--- src/hdl/i2cbb_pkg.sv ---
// Shared types and constants for the I2C bit-bang master sequencer.
// No dependencies; imported by i2cbb_step and the top level.
package i2cbb_pkg;

    localparam int CMD_W   = 3;
    localparam int PHASE_W = 5;
    localparam int BYTE_W  = 8;

    // Last phase index of the multi-phase commands
    localparam logic [PHASE_W-1:0] SEND_LAST_PHASE = 5'd23;
    localparam logic [PHASE_W-1:0] RECV_LAST_PHASE = 5'd16;

    // Scale for the divide-by-three of the send phase: (p * 11) >> 5 for p < 24
    localparam logic [3:0] DIV3_MUL   = 4'd11;
    localparam int         DIV3_SHIFT = 5;

    typedef enum logic [CMD_W-1:0] {
        OP_IDLE  = 3'd0,
        OP_START = 3'd1,
        OP_STOP  = 3'd2,
        OP_SEND  = 3'd3,
        OP_RECV  = 3'd4,
        OP_SACK  = 3'd5,
        OP_RACK  = 3'd6
    } op_t;

    // Sequencer state carried from word to word
    typedef struct packed {
        op_t                 op;
        logic [PHASE_W-1:0]  phase;
        logic [BYTE_W-1:0]   shift;
        logic                scl;
        logic                sda;
        logic                ack_seen;
        logic [BYTE_W-1:0]   rx_hold;
    } seq_state_t;

    // One result word
    typedef struct packed {
        logic                scl;
        logic                sda_release;
        logic                busy;
        logic                done;
        logic [BYTE_W-1:0]   rx_byte;
        logic                rx_ack;
    } seq_result_t;

endpackage

--- src/hdl/i2cbb_step.sv ---
// Combinational phase step: takes the current sequencer state and one input
// word, gives the next state and the result word. Depends on i2cbb_pkg.
module i2cbb_step (
    input  i2cbb_pkg::seq_state_t   state_cur,
    input  logic [2:0]              cmd,
    input  logic [7:0]              data_byte,
    input  logic                    ack_bit,
    input  logic                    sda_in,
    output i2cbb_pkg::seq_state_t   state_nxt,
    output i2cbb_pkg::seq_result_t  result
);
    import i2cbb_pkg::*;

    seq_state_t          st;
    logic                take_cmd;
    logic                busy;
    logic                last;
    logic [PHASE_W-1:0]  p;
    logic [8:0]          div3_prod;
    logic [2:0]          send_bit;
    logic [1:0]          send_sub;
    logic [PHASE_W-1:0]  q;
    logic [2:0]          recv_bit;

    // Decode the send phase into bit number and sub-phase
    assign p         = take_cmd ? '0 : state_cur.phase;
    assign div3_prod = {4'd0, p} * {5'd0, DIV3_MUL};
    assign send_bit  = div3_prod[DIV3_SHIFT +: 3];
    assign send_sub  = 2'(p - PHASE_W'({send_bit, 1'b0} + {2'd0, send_bit}));
    assign q         = p - PHASE_W'(1);
    assign recv_bit  = q[3:1];

    // Idle state takes any valid command code
    assign take_cmd = (state_cur.op == OP_IDLE)
                   && (cmd >= CMD_W'(OP_START)) && (cmd <= CMD_W'(OP_RACK));

    always_comb begin
        st   = state_cur;
        busy = 1'b0;
        last = 1'b0;

        // Latch a new command
        if (take_cmd) begin
            st.op    = op_t'(cmd);
            st.phase = '0;
            if (op_t'(cmd) == OP_SEND) st.shift = data_byte;
            if (op_t'(cmd) == OP_RECV) st.shift = '0;
        end

        // Apply one phase of the running command
        if (st.op != OP_IDLE) begin
            busy = 1'b1;
            case (st.op)
                OP_START: begin
                    if (p == 5'd0)      st.sda = 1'b1;
                    else if (p == 5'd1) st.scl = 1'b1;
                    else if (p == 5'd2) st.sda = 1'b0;
                    else begin
                        st.scl = 1'b0;
                        last   = 1'b1;
                    end
                end
                OP_STOP: begin
                    if (p == 5'd0)      st.sda = 1'b0;
                    else if (p == 5'd1) st.scl = 1'b1;
                    else begin
                        st.sda = 1'b1;
                        last   = 1'b1;
                    end
                end
                OP_SEND: begin
                    if (send_sub == 2'd0)      st.sda = st.shift[3'd7 - send_bit];
                    else if (send_sub == 2'd1) st.scl = 1'b1;
                    else begin
                        st.scl = 1'b0;
                        if (p >= SEND_LAST_PHASE) last = 1'b1;
                    end
                end
                OP_RECV: begin
                    if (p == 5'd0) begin
                        st.sda = 1'b1;
                    end else if (!q[0]) begin
                        st.scl = 1'b1;
                        if (sda_in) st.shift[3'd7 - recv_bit] = 1'b1;
                    end else begin
                        st.scl = 1'b0;
                        if (p >= RECV_LAST_PHASE) begin
                            st.rx_hold = st.shift;
                            last       = 1'b1;
                        end
                    end
                end
                OP_SACK: begin
                    if (p == 5'd0)      st.sda = ack_bit;
                    else if (p == 5'd1) st.scl = 1'b1;
                    else begin
                        st.scl = 1'b0;
                        last   = 1'b1;
                    end
                end
                OP_RACK: begin
                    if (p == 5'd0) begin
                        st.sda = 1'b1;
                    end else if (p == 5'd1) begin
                        st.scl      = 1'b1;
                        st.ack_seen = sda_in;
                    end else begin
                        st.scl = 1'b0;
                        last   = 1'b1;
                    end
                end
                default: begin
                    last = 1'b1;
                end
            endcase

            // Advance or drop back to idle
            if (last) begin
                st.op    = OP_IDLE;
                st.phase = '0;
            end else begin
                st.phase = p + PHASE_W'(1);
            end
        end
    end

    assign state_nxt          = st;
    assign result.scl         = st.scl;
    assign result.sda_release = st.sda;
    assign result.busy        = busy;
    assign result.done        = last;
    assign result.rx_byte     = st.rx_hold;
    assign result.rx_ack      = st.ack_seen;

endmodule

--- src/hdl/i2c_bitbang_master_sequencer.sv ---
// Top level of the I2C bit-bang master sequencer: input register, state and
// result register around i2cbb_step. Depends on i2cbb_pkg and i2cbb_step.
//
//   channel | direction | ports                                    | handshake
//   --------+-----------+------------------------------------------+-----------------
//   s_      | in        | cmd, data_byte, ack_bit, sda_in          | s_valid/s_ready
//   m_      | out       | scl, sda_release, busy_res, done_res,    | m_valid/m_ready
//           |           | rx_byte, rx_ack                          |
//
// One word per cycle sustained while m_ready is high; a word is registered in
// the input register and then in the result register. The phase step is a
// single pass of logic from the input register and the state registers into
// the result register. Reset returns the sequencer to idle with both lines
// released and empties both registers. A stall on m_ready holds the result;
// the input register still takes one more word before s_ready drops.
module i2c_bitbang_master_sequencer (
    input  logic        aclk,
    input  logic        aresetn,
    input  logic        s_valid,
    output logic        s_ready,
    input  logic [2:0]  s_cmd,
    input  logic [7:0]  s_data_byte,
    input  logic        s_ack_bit,
    input  logic        s_sda_in,
    output logic        m_valid,
    input  logic        m_ready,
    output logic        m_scl,
    output logic        m_sda_release,
    output logic        m_busy_res,
    output logic        m_done_res,
    output logic [7:0]  m_rx_byte,
    output logic        m_rx_ack
);
    import i2cbb_pkg::*;

    logic          in_valid_reg;
    logic [2:0]    cmd_reg;
    logic [7:0]    data_byte_reg;
    logic          ack_bit_reg;
    logic          sda_in_reg;
    seq_state_t    state_reg;
    seq_state_t    state_next;
    seq_result_t   result_next;
    seq_result_t   result_reg;
    logic          out_valid_reg;
    logic          advance;

    // Step when a word waits and the result register is free or draining
    assign advance = in_valid_reg && (!out_valid_reg || m_ready);
    assign s_ready = !in_valid_reg || advance;

    i2cbb_step u_step (
        .state_cur (state_reg),
        .cmd       (cmd_reg),
        .data_byte (data_byte_reg),
        .ack_bit   (ack_bit_reg),
        .sda_in    (sda_in_reg),
        .state_nxt (state_next),
        .result    (result_next)
    );

    // Input register
    always_ff @(posedge aclk) begin
        if (!aresetn) begin
            in_valid_reg <= 1'b0;
        end else if (s_ready) begin
            in_valid_reg <= s_valid;
        end
    end

    always_ff @(posedge aclk) begin
        if (s_valid && s_ready) begin
            cmd_reg       <= s_cmd;
            data_byte_reg <= s_data_byte;
            ack_bit_reg   <= s_ack_bit;
            sda_in_reg    <= s_sda_in;
        end
    end

    // Sequencer state
    always_ff @(posedge aclk) begin
        if (!aresetn) begin
            state_reg.op       <= OP_IDLE;
            state_reg.phase    <= '0;
            state_reg.shift    <= '0;
            state_reg.scl      <= 1'b1;
            state_reg.sda      <= 1'b1;
            state_reg.ack_seen <= 1'b1;
            state_reg.rx_hold  <= '0;
        end else if (advance) begin
            state_reg <= state_next;
        end
    end

    // Result register
    always_ff @(posedge aclk) begin
        if (!aresetn) begin
            out_valid_reg <= 1'b0;
        end else if (advance) begin
            out_valid_reg <= 1'b1;
        end else if (m_ready) begin
            out_valid_reg <= 1'b0;
        end
    end

    always_ff @(posedge aclk) begin
        if (advance) begin
            result_reg <= result_next;
        end
    end

    assign m_valid       = out_valid_reg;
    assign m_scl         = result_reg.scl;
    assign m_sda_release = result_reg.sda_release;
    assign m_busy_res    = result_reg.busy;
    assign m_done_res    = result_reg.done;
    assign m_rx_byte     = result_reg.rx_byte;
    assign m_rx_ack      = result_reg.rx_ack;

endmodule
--- config.mk ---
export PLATFORM = sky130hd
export DESIGN_NAME = i2c_bitbang_master_sequencer
export DESIGN_NICKNAME = d
export VERILOG_FILES = /design/src/hdl/i2cbb_pkg.sv /design/src/hdl/i2cbb_step.sv /design/src/hdl/i2c_bitbang_master_sequencer.sv
export SDC_FILE = /design/constraint.sdc
export NUM_CORES = 1
export LEC_CHECK = 0
export ABC_CLOCK_PERIOD_IN_PS = 4300
export BUFFER_PORTS_ARGS = -buffer_cell sky130_fd_sc_hd__buf_2
export CAP_MARGIN = 15
export CORE_ASPECT_RATIO = 2
export CORE_UTILIZATION = 54
export CTS_CLUSTER_DIAMETER = 30
export DETAILED_ROUTE_END_ITERATION = 7
export GPL_ROUTABILITY_DRIVEN = 0
export MAX_ROUTING_LAYER = met4
export PLACE_DENSITY = 0.74
export SLEW_MARGIN = 20
export SYNTH_ARGS = -nofsm -noshare
export SYNTH_HDL_FRONTEND = slang
export SYNTH_SLANG_ARGS = --single-unit
export TNS_END_PERCENT = 1
--- constraint.sdc ---
create_clock -name aclk -period 4.3 [get_ports aclk]
set_input_delay 0.645 -clock aclk [delete_from_list [all_inputs] [get_ports aclk]]
set_output_delay 0.645 -clock aclk [all_outputs]
set_load 0.05 [all_outputs]
## Word-level counts from Yosys, hierarchy flattened

Index checks and enable logic that the tools add are counted.

- Reductions and logical operators: 17
- Multiplexer cells: 57
- Bitwise gates (word level): 1
- $lt $le $gt $ge: 7
- Eq/ne operators: 11
- Add/sub/neg operators: 6
- Multipliers: 1

Operators with widths:

| kind | number |
|---|---|
| two-way mux 8 bit | 9 |
| two-way mux 1 bit | 38 |
| two-way mux 27 bit | 1 |
| two-way mux 16 bit | 1 |
| equality test 3 bit, second input constant | 4 |
| case mux 2 bit (6 select lines) | 1 |
| greater-or-equal comparator 5 bit, second input constant | 2 |
| two-way mux 5 bit | 2 |
| equality test 3 x 2 -> 1 bit, second input constant | 3 |
| two-way mux 9 bit | 1 |
| less-than comparator 3 x 4 -> 1 bit, second input constant | 2 |
| multiplier 5 x 4 -> 8 bit, second input constant | 1 |
| OR 8 bit | 1 |
| greater-or-equal comparator 3 x 1 -> 1 bit, second input constant | 2 |
| subtractor 3 bit, first input constant | 2 |
| adder 5 x 1 -> 5 bit, second input constant | 1 |
| equality test 5 x 1 -> 1 bit, second input constant | 1 |
| equality test 5 x 2 -> 1 bit, second input constant | 1 |
| logical AND 1 bit | 5 |
| zero test 5 bit | 1 |
| case mux 1 bit (4 select lines) | 1 |
| nonzero test 2 bit | 2 |
| subtractor 4 x 1 -> 4 bit, second input constant | 1 |
| binary-select mux 1 bit (select 3 bit) | 1 |
| other kinds (14) | 16 |

- Output and inout bits: 15
- Logic and storage cells: 119
- Input port bits: 17
- Flip-flop bits (word level): 55

## Logic depth before layout (Yosys ltp)

- Depth after elaboration: 16
- Depth in mapped cells: 17
- Mapped depth without buffers: 15

## Cells and area by module

Synthesis repeated with hierarchy kept, for this count alone.

- Cells, all modules: 393
- Area, all modules: 3627.2 um2

Modules (own cells, without submodules):

| module | cells an instance | area each (um2) | seq. area each (um2) | times used |
|---|---|---|---|---|
| i2c_bitbang_master_sequencer | 153 | 1978.1 | 1361.3 | 1 |
| i2cbb_step | 240 | 1649.1 | 0.0 | 1 |

## Worst setup path after synthesis

OpenSTA, ideal clock, no wires.

- Kind: register to register
- Start: register cmd_reg[2]
- End: register result_reg, in the netlist m_sda_release (data pin)
- Data arrival time: 3.936 ns
- Stages on the path, launching flop included: 17
- Path buffers: 2
- Clock period less this slack: 4.192 ns
- Slack: 0.108 ns
- Data required time: 4.044 ns
- Library setup time: 0.256 ns
- Cells stage by stage: edfxtp_1 > buf_2 > and3_1 > o31ai_4 > inv_1 > ha_1 > fa_1 > ha_1 > nor2_1 > a21oi_1 > and2_1 > clkbuf_1 > nand3_1 > a311o_1 > and2_1 > a31oi_1 > nand2_1

RTL lines:

| element | RTL line | RTL |
|---|---|---|
| start: declaration | i2c_bitbang_master_sequencer.sv:37 | `logic [2:0] cmd_reg;` |
| start signal: assignment | i2c_bitbang_master_sequencer.sv:73 | `cmd_reg <= s_cmd;` |
| end signal: assignment | i2c_bitbang_master_sequencer.sv:108 | `result_reg <= result_next;` |
| end: declaration | i2c_bitbang_master_sequencer.sv:44 | `seq_result_t result_reg;` |

==> impl_metrics.env <==
export IMPL_dpl_worst_slack_ns=0.206
export IMPL_synth_ff_latch_count=55
export IMPL_worst_vdd_rail_ir_drop_v=0.000327
export IMPL_cts_tree="yes"
export IMPL_grt_pass1_vias=3406
export IMPL_max_cap_viol_count=0
export IMPL_cts_htree_levels=2
export IMPL_dp_cells=541
export IMPL_synth_fp_nets=455
export IMPL_numClockSinks=55
export IMPL_drt_wirelength_um=10800
export IMPL_cp_start_kind="flip-flop"
export IMPL_path_delay_family="simple AND/OR/NAND/NOR gates"
export IMPL_p_per_area_mw_per_mm2=301
export IMPL_timing_final_max_slew_violations=0
export IMPL_largest_reg_flops=27
export IMPL_grt_usage=0.337
export IMPL_grt_max_degree=40
export IMPL_seq_area_frac_synth=0.374
export IMPL_final_cell_count_no_fill=551
export IMPL_io_pin_count=32
export IMPL_route_antenna_remaining_nets=0
export IMPL_place_detailed_hpwl_um=7910
export IMPL_cp_data_arrival_time_ns=4.11
export IMPL_post_synth_num_cell_types=65
export IMPL_yosys_area_top_type_share=0.215
export IMPL_die_w_um=60.0
export IMPL_run_status="finished, final reports clean"
export IMPL_clock_tree_buffer_depth=2
export IMPL_clk_latency_ns=0.30
export IMPL_final_layout_size_suffix_gt1_frac=0.201
export IMPL_synth_cell_area_mm2=0.00364
export IMPL_max_clock_freq_mhz=247
export IMPL_cp_data_required_time_ns=4.36
export IMPL_finalClockSkew_ns=0.00281
export IMPL_fin_util=0.630
export IMPL_final_min_clock_period_ns=4.05
export IMPL_synth_async_sr_flop_share=0
export IMPL_drt_iter0_markers=291
export IMPL_antenna_violations_before_repair=0
export IMPL_tightestPinTransition_ns=0.820
export IMPL_floorplan_initialDensity=0.554
export IMPL_cts_buffers_inserted=5
export IMPL_layout_cells_most_common="sky130_fd_sc_hd__nand2_1"
export IMPL_worstPathMaxFanout=8
export IMPL_finalPower_mw=1.25
export IMPL_die_area_mm2=0.00709
export IMPL_layout_cell_area_non_filler_mm2=0.00414
export IMPL_commonest_cells_after_routing_fill_and_taps_aside="sky130_fd_sc_hd__nand2_1, sky130_fd_sc_hd__a21oi_1, sky130_fd_sc_hd__nor2_1, sky130_fd_sc_hd__buf_2, sky130_fd_sc_hd__dfxtp_1"
export IMPL_detail_route_drc_violations=0
export IMPL_finalCritPeriodShare=0.942
export IMPL_crit_path_cells="or3_1 > nand3_1 > nand2_1 > inv_1 > ha_1 > fa_1 > ha_1 > nor2_1 > a21oi_1 > buf_4 > and2_2 > nand3_1 > a311o_1 > and2_1 > a31oi_1 > nand2_1"
export IMPL_endpoint_kind="flip-flop"
export IMPL_areaGrowthSynthToFinish_pct=13.8
export IMPL_ys_top_cells_by_area="sky130_fd_sc_hd__edfxtp_1, sky130_fd_sc_hd__dfxtp_1, sky130_fd_sc_hd__a21oi_1"
export IMPL_finish_net_count=493
export IMPL_design_core_area_mm2=0.00657
export IMPL_io_buffers=31
export IMPL_postSynthAreaPerCell_um2=8.58
export IMPL_yosys_warnings=0
export IMPL_vias_per_instance=6.36
export IMPL_slew_headroom=0.450
export IMPL_commonest_register_cell_after_synthesis="sky130_fd_sc_hd__dfxtp_1"
export IMPL_die_height_um=118
export IMPL_setup_crit_path_kind="flip-flop to flip-flop"
export IMPL_detailed_place_area_mm2=0.00397
export IMPL_edff_count_synth=26
export IMPL_fillers=573
export IMPL_final_hold_viol_count=0
export IMPL_critPathSlowestCell="sky130_fd_sc_hd__edfxtp_1"
export IMPL_route_detailed_wl_per_inst_um=19.6
export IMPL_via_count=3507
export IMPL_grt_overflow=0
export IMPL_cts_root_buf="sky130_fd_sc_hd__clkbuf_16"
export IMPL_postCtsHoldBufs=0
export IMPL_total_area_of_multi_input_combinational_cells_mm2=0.00212
export IMPL_critPathBufInv=2
export IMPL_finalWorstSetupSlack_ns=0.250
export IMPL_drt_first_pass_iters=5
export IMPL_reg_clk_slew_reported_paths_ns=0.07
export IMPL_ff_latch_area_mm2=0.00136
export IMPL_max_stage_delay_ns=0.47
export IMPL_grt_pass1_wl_um=16900
export IMPL_totalNegativeSetupSlack_ns=0
export IMPL_total_leakage_power_nw=1.61
export IMPL_placementRows=42
export IMPL_synthCells=424
export IMPL_setup_viol=0
export IMPL_antenna_diode_count=0
export IMPL_worst_hold_path_type="flip-flop to flip-flop"
export IMPL_timing_hold_ws_ns=0.454
export IMPL_synth_top_cell_by_area="sky130_fd_sc_hd__edfxtp_1"
report_power, final:
group | internal [mW] | switching, mW | leakage [nW]
Combinational | 0.0790 | 0.166 | 1.06
Clock | 0.219 | 0.193 | 0.0734
Sequential | 0.574 | 0.0131 | 0.479
Total | 0.873 | 0.373 | 1.61
cells by family after synthesis:
family | share of synthesized area
buffers and inverters | 0.0447
adders and majority gates | 0.0502
and+or+nand+nor | 0.214
DFF | 0.374
muxes | 0.0427
xor gates and xnor gates | 0.0430
AOI/OAI and AO/OA | 0.231
path summary, 6_finish.rpt:
check	cells after the start	slack, ns	from	endpoint
hold reg to reg	2	0.45	state_reg[1]$_SDFFE_PN0P_	state_reg[1]$_SDFFE_PN0P_
hold / removal	2	0.45	state_reg[1]$_SDFFE_PN0P_	state_reg[1]$_SDFFE_PN0P_
setup reg to reg	16	0.25	cmd_reg[1]$_DFFE_PP_	m_sda_release$_DFFE_PP_
setup / recovery	16	0.25	cmd_reg[1]$_DFFE_PP_	m_sda_release$_DFFE_PP_
worst reg2reg max path, cell delays in order, from the launching register on:
cell                       delay [ns]
sky130_fd_sc_hd__edfxtp_1        0.47
sky130_fd_sc_hd__or3_1           0.45
sky130_fd_sc_hd__nand3_1         0.13
sky130_fd_sc_hd__nand2_1         0.10
sky130_fd_sc_hd__inv_1           0.17
sky130_fd_sc_hd__ha_1            0.28
sky130_fd_sc_hd__fa_1            0.47
sky130_fd_sc_hd__ha_1            0.29
sky130_fd_sc_hd__nor2_1          0.04
sky130_fd_sc_hd__a21oi_1         0.12
sky130_fd_sc_hd__buf_4           0.17
sky130_fd_sc_hd__and2_2          0.23
sky130_fd_sc_hd__nand3_1         0.11
sky130_fd_sc_hd__a311o_1         0.39
sky130_fd_sc_hd__and2_1          0.18
sky130_fd_sc_hd__a31oi_1         0.16
sky130_fd_sc_hd__nand2_1         0.07
repair_timing:
| item | CTS | global route |
|---|---|---|
| setup buffers | 0 | 2 |
| setup endpoints to repair | 0 | 8 |
| gates resized for setup | 0 | 2 |
Yosys cell counts, drive strengths merged, types with 3 or more instances:
cell / instances
nor3: 21
ha: 13
o21ai: 30
or3: 9
xor2: 4
a21boi: 4
a31oi: 14
buf: 7
mux2: 12
dfxtp: 29
edfxtp: 26
nand4: 4
o211ai: 5
a211oi: 6
clkbuf: 19
o31a: 3
nor2: 33
and3: 4
a21o: 4
nand3: 13
o22ai: 3
nand2: 51
nor4: 4
inv: 13
nand2b: 4
or2: 3
xnor2: 13
a21oi: 38
and2: 4
final cells by class:
cell class	instances	share of cell area
repair buffers	57	0.0846
multi-input cells	329	0.511
clock inverters	3	0.00574
flip-flops and latches	55	0.329
well taps	88	0.0266
inverters	14	0.0127
clock buffers	5	0.0302
layer usage:
metal	vias to the layer above	track usage	share of wire
li1	1647	-	-
met1	1630	0.338	0.35
met2	179	0.563	0.52
met3	51	0.0538	0.057
met4	0	0.235	0.073
met5	-	-	0
Power figures use the tool's default switching activity.
